$ cat config.mk
export PLATFORM = sky130hd
export DESIGN_NAME = sync_crc8_frame_receiver_core
export DESIGN_NICKNAME = d
export VERILOG_FILES = /design/src/hdl/scfr_pkg.sv /design/src/hdl/scfr_in_reg.sv /design/src/hdl/scfr_deframer.sv /design/src/hdl/scfr_out_reg.sv /design/src/hdl/sync_crc8_frame_receiver_core.sv
export SDC_FILE = /design/constraint.sdc
export NUM_CORES = 1
export LEC_CHECK = 0
export BUFFER_PORTS_ARGS = -buffer_cell sky130_fd_sc_hd__buf_2
export CAP_MARGIN = 20
export CELL_PAD_IN_SITES_DETAIL_PLACEMENT = 1
export CELL_PAD_IN_SITES_GLOBAL_PLACEMENT = 1
export CORE_ASPECT_RATIO = 2
export CORE_MARGIN = 2
export CORE_UTILIZATION = 47
export CTS_CLUSTER_SIZE = 14
export DETAILED_ROUTE_END_ITERATION = 7
export PLACE_DENSITY = 0.82
export SLEW_MARGIN = 30
export SYNTH_ARGS = -nofsm -noshare
export SYNTH_HDL_FRONTEND = slang
export SYNTH_SLANG_ARGS = --single-unit
export TNS_END_PERCENT = 5
$ cat constraint.sdc
create_clock -name clk -period 3.1 [get_ports clk]
set_input_delay 0 -clock clk [delete_from_list [all_inputs] [get_ports clk]]
set_output_delay 0 -clock clk [all_outputs]
set_load 0.1 [all_outputs]
$ cat src/hdl/scfr_pkg.sv
// Package for the sync-word CRC-8 frame receiver: types, codes, CRC functions.
// No dependencies.
package scfr_pkg;

	localparam logic [7:0]  MIN_LEN        = 8'd4;
	localparam logic [7:0]  MAX_FRAME      = 8'd64;
	localparam logic [7:0]  FIRST_POS      = 8'd3;
	localparam logic [23:0] SYNC_RESET     = 24'hC56A29;
	localparam logic [7:0]  CRC_POLY_REFL  = 8'h8C;

	localparam logic [1:0] STATUS_BUSY = 2'd0;
	localparam logic [1:0] STATUS_GOOD = 2'd1;
	localparam logic [1:0] STATUS_BAD  = 2'd2;
	localparam logic [1:0] STATUS_LEN  = 2'd3;

	typedef struct packed {
		logic       vld;
		logic [7:0] frame_byte;
		logic [7:0] position;
		logic       last;
		logic [1:0] status;
	} scfr_result_t;

	// CRC-8/Maxim, reflected, one byte.
	function automatic logic [7:0] crc8_update(input logic [7:0] crc, input logic [7:0] b);
		logic [7:0] v;
		v = crc ^ b;
		for (int i = 0; i < 8; i++) begin
			if (v[0]) begin
				v = (v >> 1) ^ CRC_POLY_REFL;
			end else begin
				v = v >> 1;
			end
		end
		return v;
	endfunction

	// CRC of the three sync bytes from a zero start, first byte in bits 23:16.
	function automatic logic [7:0] crc8_sync(input logic [23:0] pat);
		logic [7:0] c;
		c = crc8_update(8'h00, pat[23:16]);
		c = crc8_update(c, pat[15:8]);
		c = crc8_update(c, pat[7:0]);
		return c;
	endfunction

endpackage

$ cat src/hdl/scfr_in_reg.sv
// Input register stage of the frame receiver.
// Depends on nothing outside this file.
module scfr_in_reg (
	input  logic       clk,
	input  logic       arst_n,
	input  logic       in_valid,
	output logic       in_ready,
	input  logic [7:0] rx_byte,
	input  logic       space,
	output logic       take,
	output logic [7:0] byte_s1
);

	logic valid_s1;

	assign take     = valid_s1 & space;
	assign in_ready = ~valid_s1 | take;

	always_ff @(posedge clk or negedge arst_n) begin
		if (!arst_n) begin
			valid_s1 <= 1'b0;
		end else if (in_valid && in_ready) begin
			valid_s1 <= 1'b1;
		end else if (take) begin
			valid_s1 <= 1'b0;
		end
	end

	always_ff @(posedge clk) begin
		if (in_valid && in_ready) begin
			byte_s1 <= rx_byte;
		end
	end

endmodule

$ cat src/hdl/scfr_deframer.sv
// Sync hunt, length check and running CRC-8 for one byte per cycle while take is high.
// Depends on scfr_pkg.
module scfr_deframer
	import scfr_pkg::*;
#(
	parameter logic [7:0] MAX_LEN = MAX_FRAME
) (
	input  logic         clk,
	input  logic         arst_n,
	input  logic         cfg_wr_en,
	input  logic [23:0]  cfg_wr_data,
	input  logic         take,
	input  logic [7:0]   byte_s1,
	output scfr_result_t res
);

	logic        in_frame_q, in_frame_d;
	logic [15:0] history_q, history_d;
	logic [7:0]  byte_count_q, byte_count_d;
	logic [7:0]  frame_length_q, frame_length_d;
	logic [7:0]  crc_q, crc_d;
	logic [23:0] sync_q;
	logic [7:0]  sync_crc_q;

	logic [23:0] window;
	logic        first;
	logic [7:0]  len_eff;
	logic        len_bad;
	logic        at_end;

	assign window  = {history_q, byte_s1};
	assign first   = (byte_count_q == FIRST_POS);
	assign len_eff = first ? byte_s1 : frame_length_q;
	assign len_bad = first && ((byte_s1 < MIN_LEN) || (byte_s1 > MAX_LEN));
	assign at_end  = (({1'b0, byte_count_q} + 9'd1) == {1'b0, len_eff});

	always_comb begin
		in_frame_d     = in_frame_q;
		history_d      = history_q;
		byte_count_d   = byte_count_q;
		frame_length_d = frame_length_q;
		crc_d          = crc_q;
		res.vld        = 1'b0;
		res.frame_byte = byte_s1;
		res.position   = byte_count_q;
		res.last       = 1'b0;
		res.status     = STATUS_BUSY;
		if (!in_frame_q) begin
			if (window == sync_q) begin
				in_frame_d     = 1'b1;
				byte_count_d   = FIRST_POS;
				frame_length_d = 8'd0;
				history_d      = 16'd0;
				crc_d          = sync_crc_q;
			end else begin
				history_d = window[15:0];
			end
		end else begin
			res.vld = 1'b1;
			if (len_bad || at_end) begin
				// frame done or aborted: back to hunting
				res.last       = 1'b1;
				res.status     = len_bad ? STATUS_LEN :
					((byte_s1 == crc_q) ? STATUS_GOOD : STATUS_BAD);
				in_frame_d     = 1'b0;
				history_d      = 16'd0;
				byte_count_d   = 8'd0;
				frame_length_d = 8'd0;
				crc_d          = 8'd0;
			end else begin
				crc_d        = crc8_update(crc_q, byte_s1);
				byte_count_d = byte_count_q + 8'd1;
				if (first) begin
					frame_length_d = byte_s1;
				end
			end
		end
	end

	always_ff @(posedge clk or negedge arst_n) begin
		if (!arst_n) begin
			in_frame_q     <= 1'b0;
			history_q      <= 16'd0;
			byte_count_q   <= 8'd0;
			frame_length_q <= 8'd0;
			crc_q          <= 8'd0;
		end else if (take) begin
			in_frame_q     <= in_frame_d;
			history_q      <= history_d;
			byte_count_q   <= byte_count_d;
			frame_length_q <= frame_length_d;
			crc_q          <= crc_d;
		end
	end

	// sync CRC is loaded together with the pattern
	always_ff @(posedge clk or negedge arst_n) begin
		if (!arst_n) begin
			sync_q     <= SYNC_RESET;
			sync_crc_q <= crc8_sync(SYNC_RESET);
		end else if (cfg_wr_en) begin
			sync_q     <= cfg_wr_data;
			sync_crc_q <= crc8_sync(cfg_wr_data);
		end
	end

endmodule

$ cat src/hdl/scfr_out_reg.sv
// Output result register of the frame receiver.
// Depends on scfr_pkg.
module scfr_out_reg
	import scfr_pkg::*;
(
	input  logic         clk,
	input  logic         arst_n,
	input  logic         take,
	input  scfr_result_t res,
	output logic         space,
	output logic         out_valid,
	input  logic         out_ready,
	output logic [7:0]   frame_byte,
	output logic [7:0]   position,
	output logic         last,
	output logic [1:0]   status
);

	logic out_valid_q;
	logic load;

	assign space     = ~out_valid_q | out_ready;
	assign load      = take & res.vld;
	assign out_valid = out_valid_q;

	always_ff @(posedge clk or negedge arst_n) begin
		if (!arst_n) begin
			out_valid_q <= 1'b0;
		end else if (load) begin
			out_valid_q <= 1'b1;
		end else if (out_ready) begin
			out_valid_q <= 1'b0;
		end
	end

	always_ff @(posedge clk) begin
		if (load) begin
			frame_byte <= res.frame_byte;
			position   <= res.position;
			last       <= res.last;
			status     <= res.status;
		end
	end

endmodule

$ cat src/hdl/sync_crc8_frame_receiver_core.sv
// Top level of the sync-word CRC-8/Maxim frame receiver; uses scfr_pkg and the scfr_* stages.
// Path: a byte is registered in scfr_in_reg, processed by scfr_deframer when taken, and its result
// is registered in scfr_out_reg, which drives out_valid; a stalled result holds the byte in scfr_in_reg.
// Throughput: one byte per cycle unless a stalled result blocks take; the CRC byte update is combinational.
// Reset (arst_n, async low): hunting, history/CRC/count clear, sync pattern 0xC56A29.
module sync_crc8_frame_receiver_core
	import scfr_pkg::*;
#(
	// largest accepted frame length, sync and check byte included
	parameter logic [7:0] MAX_LEN = MAX_FRAME
) (
	input  logic        clk,
	input  logic        arst_n,
	// configuration: sync pattern, first byte in bits 23:16
	input  logic        cfg_wr_en,
	input  logic [23:0] cfg_wr_data,
	// byte input channel
	input  logic        in_valid,
	output logic        in_ready,
	input  logic [7:0]  rx_byte,
	// result channel
	output logic        out_valid,
	input  logic        out_ready,
	output logic [7:0]  frame_byte,
	output logic [7:0]  position,
	output logic        last,
	output logic [1:0]  status
);

	// The input stage holds one byte. It is processed (take) whenever the
	// output register is empty or being drained; bytes that yield no result
	// (sync hunt) still wait for that slot, which costs nothing at full rate.
	logic         take;
	logic         space;
	logic [7:0]   byte_s1;
	scfr_result_t res;

	scfr_in_reg u_in (
		.clk      (clk),
		.arst_n   (arst_n),
		.in_valid (in_valid),
		.in_ready (in_ready),
		.rx_byte  (rx_byte),
		.space    (space),
		.take     (take),
		.byte_s1  (byte_s1)
	);

	// Frame state: hunt window, byte position, frame length and running CRC.
	// The CRC of the sync bytes is kept precomputed from the pattern register.
	scfr_deframer #(
		.MAX_LEN (MAX_LEN)
	) u_dfr (
		.clk         (clk),
		.arst_n      (arst_n),
		.cfg_wr_en   (cfg_wr_en),
		.cfg_wr_data (cfg_wr_data),
		.take        (take),
		.byte_s1     (byte_s1),
		.res         (res)
	);

	// Result register: holds one transaction; the next byte is taken only while it is empty or being drained.
	scfr_out_reg u_out (
		.clk        (clk),
		.arst_n     (arst_n),
		.take       (take),
		.res        (res),
		.space      (space),
		.out_valid  (out_valid),
		.out_ready  (out_ready),
		.frame_byte (frame_byte),
		.position   (position),
		.last       (last),
		.status     (status)
	);

endmodule

Word-level counts from Yosys, hierarchy flattened
Cells that the tools add are included.

storage, ports and cells
  register bits after elaboration = 102
  latch bits = 0
  RAM bits = 0
  memory bits (read-only) = 0
  bits of input ports = 37
  output and inout bits = 21
  logic and storage cells = 167
  memories kept = 0

cells by class
  add/subtract/negate cells = 2
  $mul = 0
  divide/modulo/power cells = 0
  $lt $le $gt $ge = 2
  eq/ne operators = 5
  shifts and indexed selects = 0
  multiplexer cells = 93
  bitwise logic cells = 41
  reductions and logical operators = 10

operators by type and width
  kind                 number
  $mux 8               79
  $not 2->3            32
  $mux 16              3
  $eq 24x24->1         1
  $xor 8x8->8          3
  $add 8x1->9 const B  1
  $eq 9x8->1           1
  $add 8x1->8 const B  1
  $eq 8x2->1 const B   1
  $eq 8x8->1           1
  $gt 8x7->1 const B   1
  $lt 8x3->1 const B   1
  $mux 1               8
  $reduce_and 2->1     3
  $reduce_bool 2->1    3
  $mux 2               2
  $mux 3               1
  $and 1x1->1          2
  $logic_and 1x1->1    2
  $logic_or 1x1->1     2
  $ne 2x2->1 const B   1
  $not 1->1            2
  $or 1x1->1           2

Depth between registers and ports, before layout
Gate-level depths: netlist of run 1.

  depth after elaboration = 73
  gate-level depth with buffers = 11
  depth with buffers taken out = 9

By module
Synthesis of run 1 repeated with hierarchy kept, for this count alone.

second synthesis, totals
  cell total of the unflattened synthesis = 420
  area, all modules = 5,198.7 µm²

modules (own cells, without submodules)
  module         instances  cells each  area an instance (µm²)  sequential area each (µm²)
  scfr_deframer  1          383         4,275.4                 1,844.3
  scfr_out_reg   1          24          623.1                   595.6
  scfr_in_reg    1          13          300.3                   265.3

Worst setup path before layout of run 1
No wires, ideal clock.

  path kind = reg-to-reg
  start point = reg u_out.out_valid_q (netlist: u_out.out_valid)
  end point = reg u_in.byte_s1[0] (enable)
  library setup time = 282 ps
  data arrival time = 2,521 ps
  data required time = 2,818 ps
  slack = 298 ps
  cell stages (with the launch flop) = 3
  buffers on the path = 0
  period minus slack after synthesis = 2,802 ps
  path through = dfrtp_1 > nand3b_1 > and2_1

on the way
  longest elaborated chain between the ends = 5

RTL lines
  what                      RTL line                             RTL
  start: declaration        scfr_out_reg.sv:19                   logic out_valid_q;
  start signal: assignment  scfr_out_reg.sv:28                   out_valid_q <= 1'b0;
  start signal: assignment  scfr_out_reg.sv:30                   out_valid_q <= 1'b1;
  start signal: assignment  scfr_out_reg.sv:32                   out_valid_q <= 1'b0;
  $not 1->1                 scfr_out_reg.sv:22                   assign space = ~out_valid_q | out_ready;
  $or 1x1->1                scfr_out_reg.sv:22
  $and 1x1->1               scfr_in_reg.sv:16                    assign take = valid_s1 & space;
  $or 1x1->1                scfr_in_reg.sv:17                    assign in_ready = ~valid_s1 | take;
  named net in_ready        sync_crc8_frame_receiver_core.sv:19  output logic in_ready,
  $logic_and 1x1->1         scfr_in_reg.sv:30                    if (in_valid && in_ready) begin
  end signal: assignment    scfr_in_reg.sv:31                    byte_s1 <= rx_byte;
  end: declaration          scfr_in_reg.sv:11                    output logic [7:0] byte_s1

The timed path passes the listed nets, and every way through them passes these cells.
A chain may end at the register's enable or synchronous reset.

Worst setup path after layout of run 1
  start point = reg u_dfr.byte_count_q[0]
  end point = reg u_dfr.history_q[8]

on the way
  longest elaborated chain between the ends = 6
  elaborated cells between the ends (all ways) = 8
  those cells by class = add/sub (1); eq/ne (3); mux (1); reduce/logical (3)

RTL lines
  what                                                 RTL line             RTL
  start: declaration                                   scfr_deframer.sv:19  logic [7:0] byte_count_q, byte_count_d;
  start signal: assignment                             scfr_deframer.sv:90  byte_count_q <= byte_count_d;
  branches (longest 3 deep; another with $add 8x1->9)  --
  $logic_or 1x1->1 *                                   scfr_deframer.sv:60  if (len_bad || at_end) begin
  $ne 2x2->1 (no source line) *                        --
  $reduce_and 2->1 (no source line) *                  --
  end signal: assignment                               scfr_deframer.sv:89  history_q <= history_d;
  end: declaration                                     scfr_deframer.sv:18  logic [15:0] history_q, history_d;

Every way passes the cells marked *.

==> flow_summary_export.csv, run 1 <==
group,metric,value,unit
grt,grt_pass1_vias,4284,
place,portBuffers,57,
setup_path,critical-path-slowest-cell,"or4b_4",
setup_path,critical_path.startpoint,"u_dfr.byte_count_q[0]$_DFFE_PN0P_",
die,io_pins,58,
timing,finalSetupViolCount,0,
final_layout,final_layout_size_suffix_gt1_frac,0.288,
cts,clk_path_buf_depth,2,
cts,clkTransAtPathRegs,0.07,ns
worst_hold_path,worstHoldStart,"cfg_wr_data[16]",
synth,synthArstFlopShare,0.735,
place,post-dp-hpwl,10.3,mm
run_status,failed_checks,"hold timing",
grt,grt_max_degree,59,
final_layout,design_area,6420,µm²
cts,cts_buffers,9,
power_and_ir_drop,peakVddDrop,0.445,mV
place,dp.cells,625,
synth,avgSynthCellArea,12.2,µm²
timing,setup_tns,0,ns
setup_path,cp_cell_sequence,"ha_1 > or4b_4 > o21ai_0 > a21oi_1 > nor4_2 > nand4_1 > o211ai_4 > buf_4 > nand2_4 > a22o_1",
die,design.core.area,10900,µm²
grt,grtUsageTotal,0.265,
timing,finalClockSkew,0.00783,ns
final_layout,fin_nets,568,
die,start_util,0.478,
grt,use_met1,0.269,
run_status,status,"finished, violations left",
synth,synth-edff-count,27,
route,antenna_left,0,
place,routabilityCongestion,0.888,
setup_path,cpPeakStageDelay,0.53,ns
die,num_rows,54,
die,die_y,153,µm
synth,yosys_warnings,0,
route,first_iter_violations,170,
grt,antenna_found_initial,0,
synth,yosysSeqAreaShare,0.520,
final_layout,final_common_cell,"xnor2_1",
final_layout,instances_no_fill,675,
cts,cts_root_buffer,"clkbuf_16",
timing,finalHoldViolations,1,
grt,top_usage_layer,"met2",
cts,ctsHtreeMaxLevel,3,
timing,whs,-0.00372,ns
flow_run,maxCapViolations,0,
setup_path,critPathRequiredTime,3.34,ns
power_and_ir_drop,power_density,592,nW/µm²
setup_path,criticalPathCategory,"flop to flop",
setup_path,critPathArrivalTime,3.16,ns
place,dpl_cell_area,5730,µm²
route,route.detailed.drc,0,
cts,clk_latency,0.35,ns
final_layout,diodes,0,
timing,slew_headroom,0.441,
cts,tritoncts,"yes",
timing,fin_crit_sh,0.942,
route,firstDrtPassIters,4,
grt,grt_use_met2,0.474,
grt,grt_first_pass_wirelength,23.6,mm
route,via_count,3823,
power_and_ir_drop,total_power,3800,µW
synth,ys.flop_type,"dfrtp_1",
setup_path,critPathMaxFanout,16,
timing,rsz0062_at_grt,"no",
final_layout,final_cell_mix,"xnor2_1, dfrtp_1, buf_2",
power_and_ir_drop,power.leakage,0.00257,µW
cts,cts_sinks,102,
synth,netlist_instances,428,
timing,max_freq,342,MHz
timing,slew_viol_final,0,
synth,syn_area,5200,µm²
synth,syn-num-nets,466,
route,vias_per_cell,5.66,
route,wire_per_inst,22.1,µm
timing,tightest_slew,0.838,ns
final_layout,area_growth,23.3,%
synth,ys_ff_latch,102,
timing,fin_crit,2.92,ns
route,routed_wirelength,14.9,mm
setup_path,r2r_start,"u_dfr.byte_count_q[0]$_DFFE_PN0P_",
setup_path,endpoint_kind,"flop",
synth,netlist-cell-type-count,53,
grt,grt-ovfl-total,0,
die,die_area,12000,µm²
die,die_x,78.4,µm
grt,use_met3,0.0466,
setup_path,start_kind,"flop",
worst_hold_path,min_path_type,"input pin to flop",
-- logic make-up after synthesis --
group / synth area share
AOI/OAI and AO/OA: 0.117
xor gates and xnor gates: 0.175
adders and majority gates: 0.00240
buffers and inverters: 0.0303
DFF: 0.520
muxes: 0.0692
and+or+nand+nor: 0.0868
-- critical path: cells and delay by family, from the launching register on --
kind	cells	cell delay [ns]
simple gates	4	1.20
compound gates	4	0.89
flops	1	0.36
fa+ha+maj	1	0.17
buf+inv	1	0.16
-- layer usage --
| layer | routed length (µm) | vias to the layer above | part of all wire |
|---|---|---|---|
| met2 | 8260 | 107 | 0.55 |
| met4 | 1090 | 0 | 0.073 |
| met1 | 5080 | 1943 | 0.34 |
| met5 | 0 | - | 0 |
| li1 | - | 1726 | - |
| met3 | 489 | 47 | 0.033 |
-- layout make-up --
| type | instances | area (µm²) |
|---|---|---|
| clock buffer | 10 | 229 |
| clock inverter | 6 | 110 |
| fill | 1105 | 4460 |
| inverter | 16 | 60.1 |
| multi-input combinational | 289 | 2360 |
| sequential | 102 | 2710 |
| tap | 140 | 175 |
| timing repair buffer | 112 | 778 |
-- flip-flops by register name, summed over array words and instances, names as in the netlist --
| register | count |
|---|---|
| u_out.last | 1 |
| u_dfr.crc_q | 8 |
| u_out.status | 2 |
| u_dfr.frame_length_q | 8 |
| u_out.frame_byte | 8 |
| u_out.out_valid | 1 |
| u_in.valid_s1 | 1 |
| u_dfr.sync_crc_q | 8 |
| u_out.position | 8 |
| u_dfr.in_frame_q | 1 |
| u_dfr.byte_count_q | 8 |
| u_in.byte_s1 | 8 |
| u_dfr.sync_q | 24 |
| u_dfr.history_q | 16 |
-- where the power goes --
| group | switching, µW | internal [µW] |
|---|---|---|
| Combinational | 469 | 412 |
| Clock | 509 | 788 |
| Sequential | 93.4 | 1530 |
-- synth_stat cells (7+ instances only) --
library cell  number  share of area
a21oi_1           11          0.011
a22o_1            17          0.029
a32o_1             7          0.013
clkbuf_1          16          0.012
dfrtp_1           61           0.29
dfstp_2           14          0.071
edfxtp_1          27           0.16
inv_1             16          0.012
mux2_2            26          0.056
nand2_1            8         0.0058
nand3_1           11          0.011
nand4_1            9          0.011
nor2_1            14          0.010
o21a_1             9          0.013
xnor2_1           83           0.14
xor2_1            21          0.035
-- final timing paths --
path	endpoint	cells past startpoint	slack, ns
setup / recovery	u_dfr.history_q[8]$_DFFE_PN0P_	10	0.18
hold / removal	u_dfr.sync_q[16]$_DFFE_PN1P_	2	-0.004
setup reg to reg	u_dfr.history_q[8]$_DFFE_PN0P_	10	0.18
hold reg to reg	u_dfr.frame_length_q[3]$_DFFE_PN0P_	1	0.50
max in group asynchronous	u_dfr.byte_count_q[3]$_DFFE_PN0P_	3	1.87
min in group asynchronous	u_dfr.sync_q[1]$_DFFE_PN0P_	2	0.12
-- metrics by stage --
step,worst slack [ns],util
after CTS,0.00932,0.587
after global routing,0.0516,0.590
after global placement,0.229,0.526
final,0.180,0.590
after detailed placement,0.0791,0.526
after floorplan,0.298,-
-- timing repair --
item                                   CTS  global route
hold buffers                            32             0
setup buffers                            0             2
gates resized for setup                  0             3
endpoints found under the hold margin   48             0
setup endpoints to repair                0            32
Note: power is estimated with default switching activity, not from simulation.
==> run 2: changes to the inputs <==
--- a/config.mk
+++ b/config.mk
@@ -15,6 +15,7 @@
 export CTS_CLUSTER_SIZE = 14
 export DETAILED_ROUTE_END_ITERATION = 7
 export PLACE_DENSITY = 0.82
+export SETUP_SLACK_MARGIN = 0.3
 export SLEW_MARGIN = 30
 export SYNTH_ARGS = -nofsm -noshare
 export SYNTH_HDL_FRONTEND = slang
==> run 2 against run 1 <==
The flow now finishes without violations. Power decreased by 3.6%. Count of clock-buffer cells in the layout increased by 1. Via count increased by 2.1%. Combinational power increased by 0.8%. Worst setup slack improved by 0.016 ns. Critical path depth increased by 2. Clock power decreased by 12%. Wire length increased by 1.6%.
==> flow_summary_export.csv, run 2 (synthesis results as in run 1) <==
group,metric,value,unit
setup_path,critPathMaxFanout,7,
grt,grt_pass1_vias,4445,
grt,grt_max_degree,39,
worst_hold_path,min_path_cells,3,
place,dpl_cell_area,5710,µm²
die,die_x,78.4,µm
final_layout,largest-register,"u_dfr.sync_q",
setup_path,criticalPathCategory,"flop to flop",
cts,cts_sinks,102,
grt,grtUsageTotal,0.275,
setup_path,timing.rr.end,"u_dfr.byte_count_q[6]$_DFFE_PN0P_",
route,antenna_left,0,
final_layout,final_layout_size_suffix_gt1_frac,0.320,
grt,antenna_found_initial,0,
final_layout,area_growth,27.1,%
cts,clk_path_buf_depth,2,
final_layout,reg.largest.list,"u_dfr.sync_q: 24 flops, u_dfr.history_q: 16 flops",
final_layout,design_area,6610,µm²
route,first_iter_violations,164,
flow_run,maxCapViolations,0,
die,io_pins,58,
final_layout,fin_nets,576,
grt,grt-ovfl-total,0,
die,die_area,12000,µm²
worst_hold_path,worstHoldStart,"cfg_wr_en",
setup_path,critPathRequiredTime,3.38,ns
timing,slew_headroom,0.419,
timing,fin_crit,2.90,ns
worst_hold_path,min_path_type,"input pin to flop",
setup_path,start_kind,"flop",
die,design.core.area,10900,µm²
timing,slew_viol_final,0,
final_layout,final_cell_mix,"xnor2_1, dfrtp_1, buf_2",
timing,fin_crit_sh,0.937,
cts,clk_latency,0.35,ns
setup_path,worstRegToRegCells,12,
final_layout,diodes,0,
timing,rsz0062_at_grt,"yes",
setup_path,r2r_start,"u_dfr.byte_count_q[1]$_DFFE_PN0P_",
setup_path,critPathArrivalTime,3.18,ns
route,wire_per_inst,22.2,µm
final_layout,final_common_cell,"xnor2_1",
timing,max_freq,344,MHz
grt,grt_first_pass_wirelength,24.4,mm
final_layout,fillerInstances,1102,
route,routed_wirelength,15.2,mm
timing,finalClockSkew,0.00986,ns
cts,cts_buffers,9,
route,firstDrtPassIters,4,
cts,clkTransAtPathRegs,0.07,ns
power_and_ir_drop,power_density,554,nW/µm²
worst_hold_path,hold_end,"u_dfr.sync_crc_q[5]$_DFFE_PN1P_",
setup_path,endpoint_kind,"flop",
place,portBuffers,57,
run_status,status,"completed",
timing,finalSetupViolCount,0,
timing,whs,0.234,ns
final_layout,largest_reg_flops,24,
die,die_y,153,µm
route,route.detailed.drc,0,
power_and_ir_drop,peakVddDrop,0.349,mV
timing,tightest_slew,0.872,ns
route,vias_per_cell,5.72,
cts,tritoncts,"yes",
route,via_count,3904,
die,num_rows,54,
timing,finalHoldViolations,0,
cts,cts_root_buffer,"clkbuf_16",
die,start_util,0.478,
place,routabilityCongestion,0.926,
cts,ctsHtreeMaxLevel,3,
power_and_ir_drop,power.leakage,0.00265,µW
place,post-dp-hpwl,10.5,mm
setup_path,reg2reg_slack,0.20,ns
-- run 2: repair_timing --
action	in CTS	in global routing
gates cloned	1	0
gates resized for setup	24	6
endpoints found under the hold margin	65	0
setup endpoints to repair	44	42
hold buffers	36	0
setup buffers	8	1
pin swaps	10	2
-- run 2: metrics by stage --
stage / setup slack (ns) / total power, µW / cells / setup TNS [ns] / util
floorplan: 0.340 / 2230 / 428 / 0 / -
global placement: -0.0145 / 2410 / 621 / -0.0254 / 0.525
detailed placement: -0.0914 / 2460 / 621 / -1.72 / 0.525
CTS: 0.209 / 3680 / 682 / 0 / 0.605
global route: 0.0825 / 3820 / 683 / 0 / 0.608
finish: 0.196 / 3660 / 683 / 0 / 0.608
-- run 2: worst max path at each step --
stage | from | endpoint | slack, ns | depth (start not counted)
6_report | u_dfr.byte_count_q[1]$_DFFE_PN0P_ | u_dfr.byte_count_q[6]$_DFFE_PN0P_ | 0.20 | 12
5_1_grt | u_dfr.byte_count_q[1]$_DFFE_PN0P_ | u_dfr.crc_q[0]$_DFFE_PN0P_ | 0.08 | 11
4_1_cts | u_dfr.byte_count_q[1]$_DFFE_PN0P_ | u_dfr.crc_q[6]$_DFFE_PN0P_ | 0.21 | 11
3_5_place_dp | u_dfr.byte_count_q[6]$_DFFE_PN0P_ | u_dfr.crc_q[2]$_DFFE_PN0P_ | -0.09 | 9
3_3_place_gp | u_dfr.byte_count_q[6]$_DFFE_PN0P_ | u_dfr.crc_q[0]$_DFFE_PN0P_ | -0.01 | 9
2_1_floorplan | u_dfr.byte_count_q[1]$_DFFE_PN0P_ | u_out.status[1]$_SDFFCE_PN0P_ | 0.34 | 9
-- run 2: where the power goes --
group,internal (µW),total [µW],switching [µW]
clock network,650,1150,504
logic,414,888,474
registers,1530,1620,94.5
total,2590,3660,1070
-- run 2: metal layers --
layer  share of wire  up-vias  global-route usage
met3           0.028       57              0.0295
met5               0        -                   0
met2            0.59      130               0.527
met4           0.058        0               0.176
li1                -     1752                   -
met1            0.33     1965               0.269
-- run 2: critical path: stages (launching register included) --
cell	delay, ns
dfrtp_1	0.41
ha_4	0.18
or4b_4	0.54
buf_4	0.18
o21ai_4	0.13
o211a_1	0.20
nor4_4	0.06
nand4_1	0.19
o211ai_4	0.14
buf_6	0.16
buf_16	0.12
or4_1	0.42
nand3_1	0.10
-- run 2: layout make-up --
type	count	area, µm²	area share
timing repair buffer	120	901	0.136
tap	140	175	0.0265
inverter	16	60.1	0.00908
clock inverter	5	58.8	0.00889
sequential	102	2710	0.409
multi-input combinational	289	2470	0.373
clock buffer	11	243	0.0367
==> run 3: changes to the inputs <==
--- a/config.mk
+++ b/config.mk
@@ -15,7 +15,7 @@
 export CTS_CLUSTER_SIZE = 14
 export DETAILED_ROUTE_END_ITERATION = 7
 export PLACE_DENSITY = 0.82
-export SETUP_SLACK_MARGIN = 0.3
+export SETUP_SLACK_MARGIN = 0.05
 export SLEW_MARGIN = 30
 export SYNTH_ARGS = -nofsm -noshare
 export SYNTH_HDL_FRONTEND = slang
==> run 3 against run 2 <==
Die area stayed put. Hold slack worse by 0.23 ns. Power grew 3.8%. Critical path depth shrank 3. Clock skew up 0.0016 ns. Wire length is 0.87% higher. Worst setup slack got worse by 0.077 ns. Via count increased by 0.38%. Critical path type unchanged. Largest cell class unchanged.
==> flow_summary_export.csv, run 3 (synthesis results as in run 1) <==
group,metric,value,unit
run_status,status,"completed",
grt,grt-ovfl-total,0,
die,io_pins,58,
setup_path,endpoint_kind,"flop",
timing,setup_tns,0,ns
timing,fin_crit_sh,0.962,
die,num_rows,54,
grt,grt_pass1_vias,4284,
timing,finalSetupViolCount,0,
cts,ctsHtreeMaxLevel,3,
cts,tritoncts,"yes",
place,post-dp-hpwl,10.3,mm
place,pre_cts_slack,0.0791,ns
final_layout,diodes,0,
final_layout,reg.largest.list,"u_dfr.sync_q: 24 flops, u_dfr.history_q: 16 flops",
timing,tightest_slew,0.835,ns
route,first_iter_violations,172,
die,die_y,153,µm
place,portBuffers,57,
timing,slew_headroom,0.443,
route,routed_wirelength,15.3,mm
route,via_count,3919,
power_and_ir_drop,peakVddDrop,0.450,mV
setup_path,critPathArrivalTime,3.21,ns
worst_hold_path,min_path_type,"input pin to flop",
setup_path,cp_cell_sequence,"or3_1 > o21ai_2 > a211oi_1 > nor4_2 > nand4_1 > o211ai_4 > buf_4 > o221ai_1 > o21a_1",
final_layout,fillerInstances,1106,
setup_path,cpPeakStageDelay,0.54,ns
grt,grt_first_pass_wirelength,23.7,mm
final_layout,area_growth,23.5,%
cts,clk_latency,0.35,ns
cts,cts_root_buffer,"clkbuf_16",
flow_run,maxCapViolations,0,
final_layout,final_layout_size_suffix_gt1_frac,0.289,
cts,clk_path_buf_depth,2,
grt,grt_max_degree,59,
die,die_area,12000,µm²
power_and_ir_drop,power.leakage,0.00258,µW
cts,clkTransAtPathRegs,0.08,ns
final_layout,largest_reg_flops,24,
final_layout,final-seq-area,2710,µm²
setup_path,criticalPathCategory,"flop to flop",
grt,grtUsageTotal,0.267,
final_layout,final_cell_mix,"xnor2_1, dfrtp_1, buf_2",
timing,max_freq,335,MHz
setup_path,critPathMaxFanout,8,
route,antenna_left,0,
final_layout,fin_nets,569,
die,start_util,0.478,
final_layout,multi_input_area,2360,µm²
place,routabilityCongestion,0.888,
timing,finalWorstSetupSlack,0.119,ns
grt,antenna_found_initial,0,
setup_path,start_kind,"flop",
final_layout,final_common_cell,"xnor2_1",
die,die_x,78.4,µm
route,vias_per_cell,5.80,
cts,cts_buffers,9,
timing,fin_crit,2.98,ns
power_and_ir_drop,power_density,592,nW/µm²
timing,finalClockSkew,0.0114,ns
timing,finalHoldViolations,0,
route,wire_per_inst,22.6,µm
route,route.detailed.drc,0,
place,dpl_cell_area,5730,µm²
route,firstDrtPassIters,4,
setup_path,critPathRequiredTime,3.33,ns
final_layout,design_area,6430,µm²
cts,cts_sinks,102,
final_layout,largest-register,"u_dfr.sync_q",
timing,slew_viol_final,0,
setup_path,critical-path-slowest-cell,"or3_1",
die,design.core.area,10900,µm²
run 3: worst paths after layout:
path | start | to | slack, ns | depth (start not counted)
worst max-delay path | u_dfr.byte_count_q[4]$_DFFE_PN0P_ | u_dfr.crc_q[4]$_DFFE_PN0P_ | 0.12 | 9
worst max register to register | u_dfr.byte_count_q[4]$_DFFE_PN0P_ | u_dfr.crc_q[4]$_DFFE_PN0P_ | 0.12 | 9
worst min register to register | u_dfr.frame_length_q[3]$_DFFE_PN0P_ | u_dfr.frame_length_q[3]$_DFFE_PN0P_ | 0.49 | 1
min in group asynchronous | arst_n | u_dfr.crc_q[0]$_DFFE_PN0P_ | 0.13 | 2
worst min-delay path | cfg_wr_data[16] | u_dfr.sync_q[16]$_DFFE_PN1P_ | 0.0008 | 2
max in group asynchronous | arst_n | u_dfr.byte_count_q[3]$_DFFE_PN0P_ | 1.84 | 3
run 3: power breakdown:
group	total (µW)	internal [µW]	switching, µW
sequential	1620	1530	93.9
clock	1300	789	514
combinational	882	412	470
total	3810	2730	1080
run 3: through the flow:
step                      cells  utilization  hold WS, ns  total power, µW
after global routing        676        0.591      0.00193             3960
after CTS                   674        0.588      0.00182             3820
final                       676        0.591     0.000775             3810
after detailed placement    625        0.526      -0.0378             2460
after floorplan             428            -       -0.296             2230
after global placement      625        0.526      -0.0451             2420
run 3: final cells by class:
class                   instances  area share
flip-flops and latches        102       0.421
multi-input cells             289       0.367
repair buffers                113       0.122
clock buffers                  10      0.0356
well taps                     140      0.0273
clock inverters                 6      0.0171
inverters                      16     0.00935
run 3: worst max-delay path: cells and delay by family (launching register included):
family                 cells  cell delay (ns)
buffers and inverters      1             0.23
DFF                        1             0.49
and+or+nand+nor            3             1.18
AOI/OAI and AO/OA          5             0.94
run 3: repair_timing:
item                                    in CTS  in global routing
buffers inserted                             1                  2
hold buffers                                32                  0
pin swaps                                    1                  2
endpoints found under the hold margin       48                  0
gates resized for setup                      0                  5
endpoints found under the setup margin       6                 42
run 3: per-layer routing:
metal / up-vias / track usage / wire (µm)
met5: - / 0 / 0
met4: 0 / 0.204 / 1320
met3: 70 / 0.0466 / 527
met2: 137 / 0.476 / 8260
met1: 1981 / 0.267 / 5190
li1: 1731 / - / -
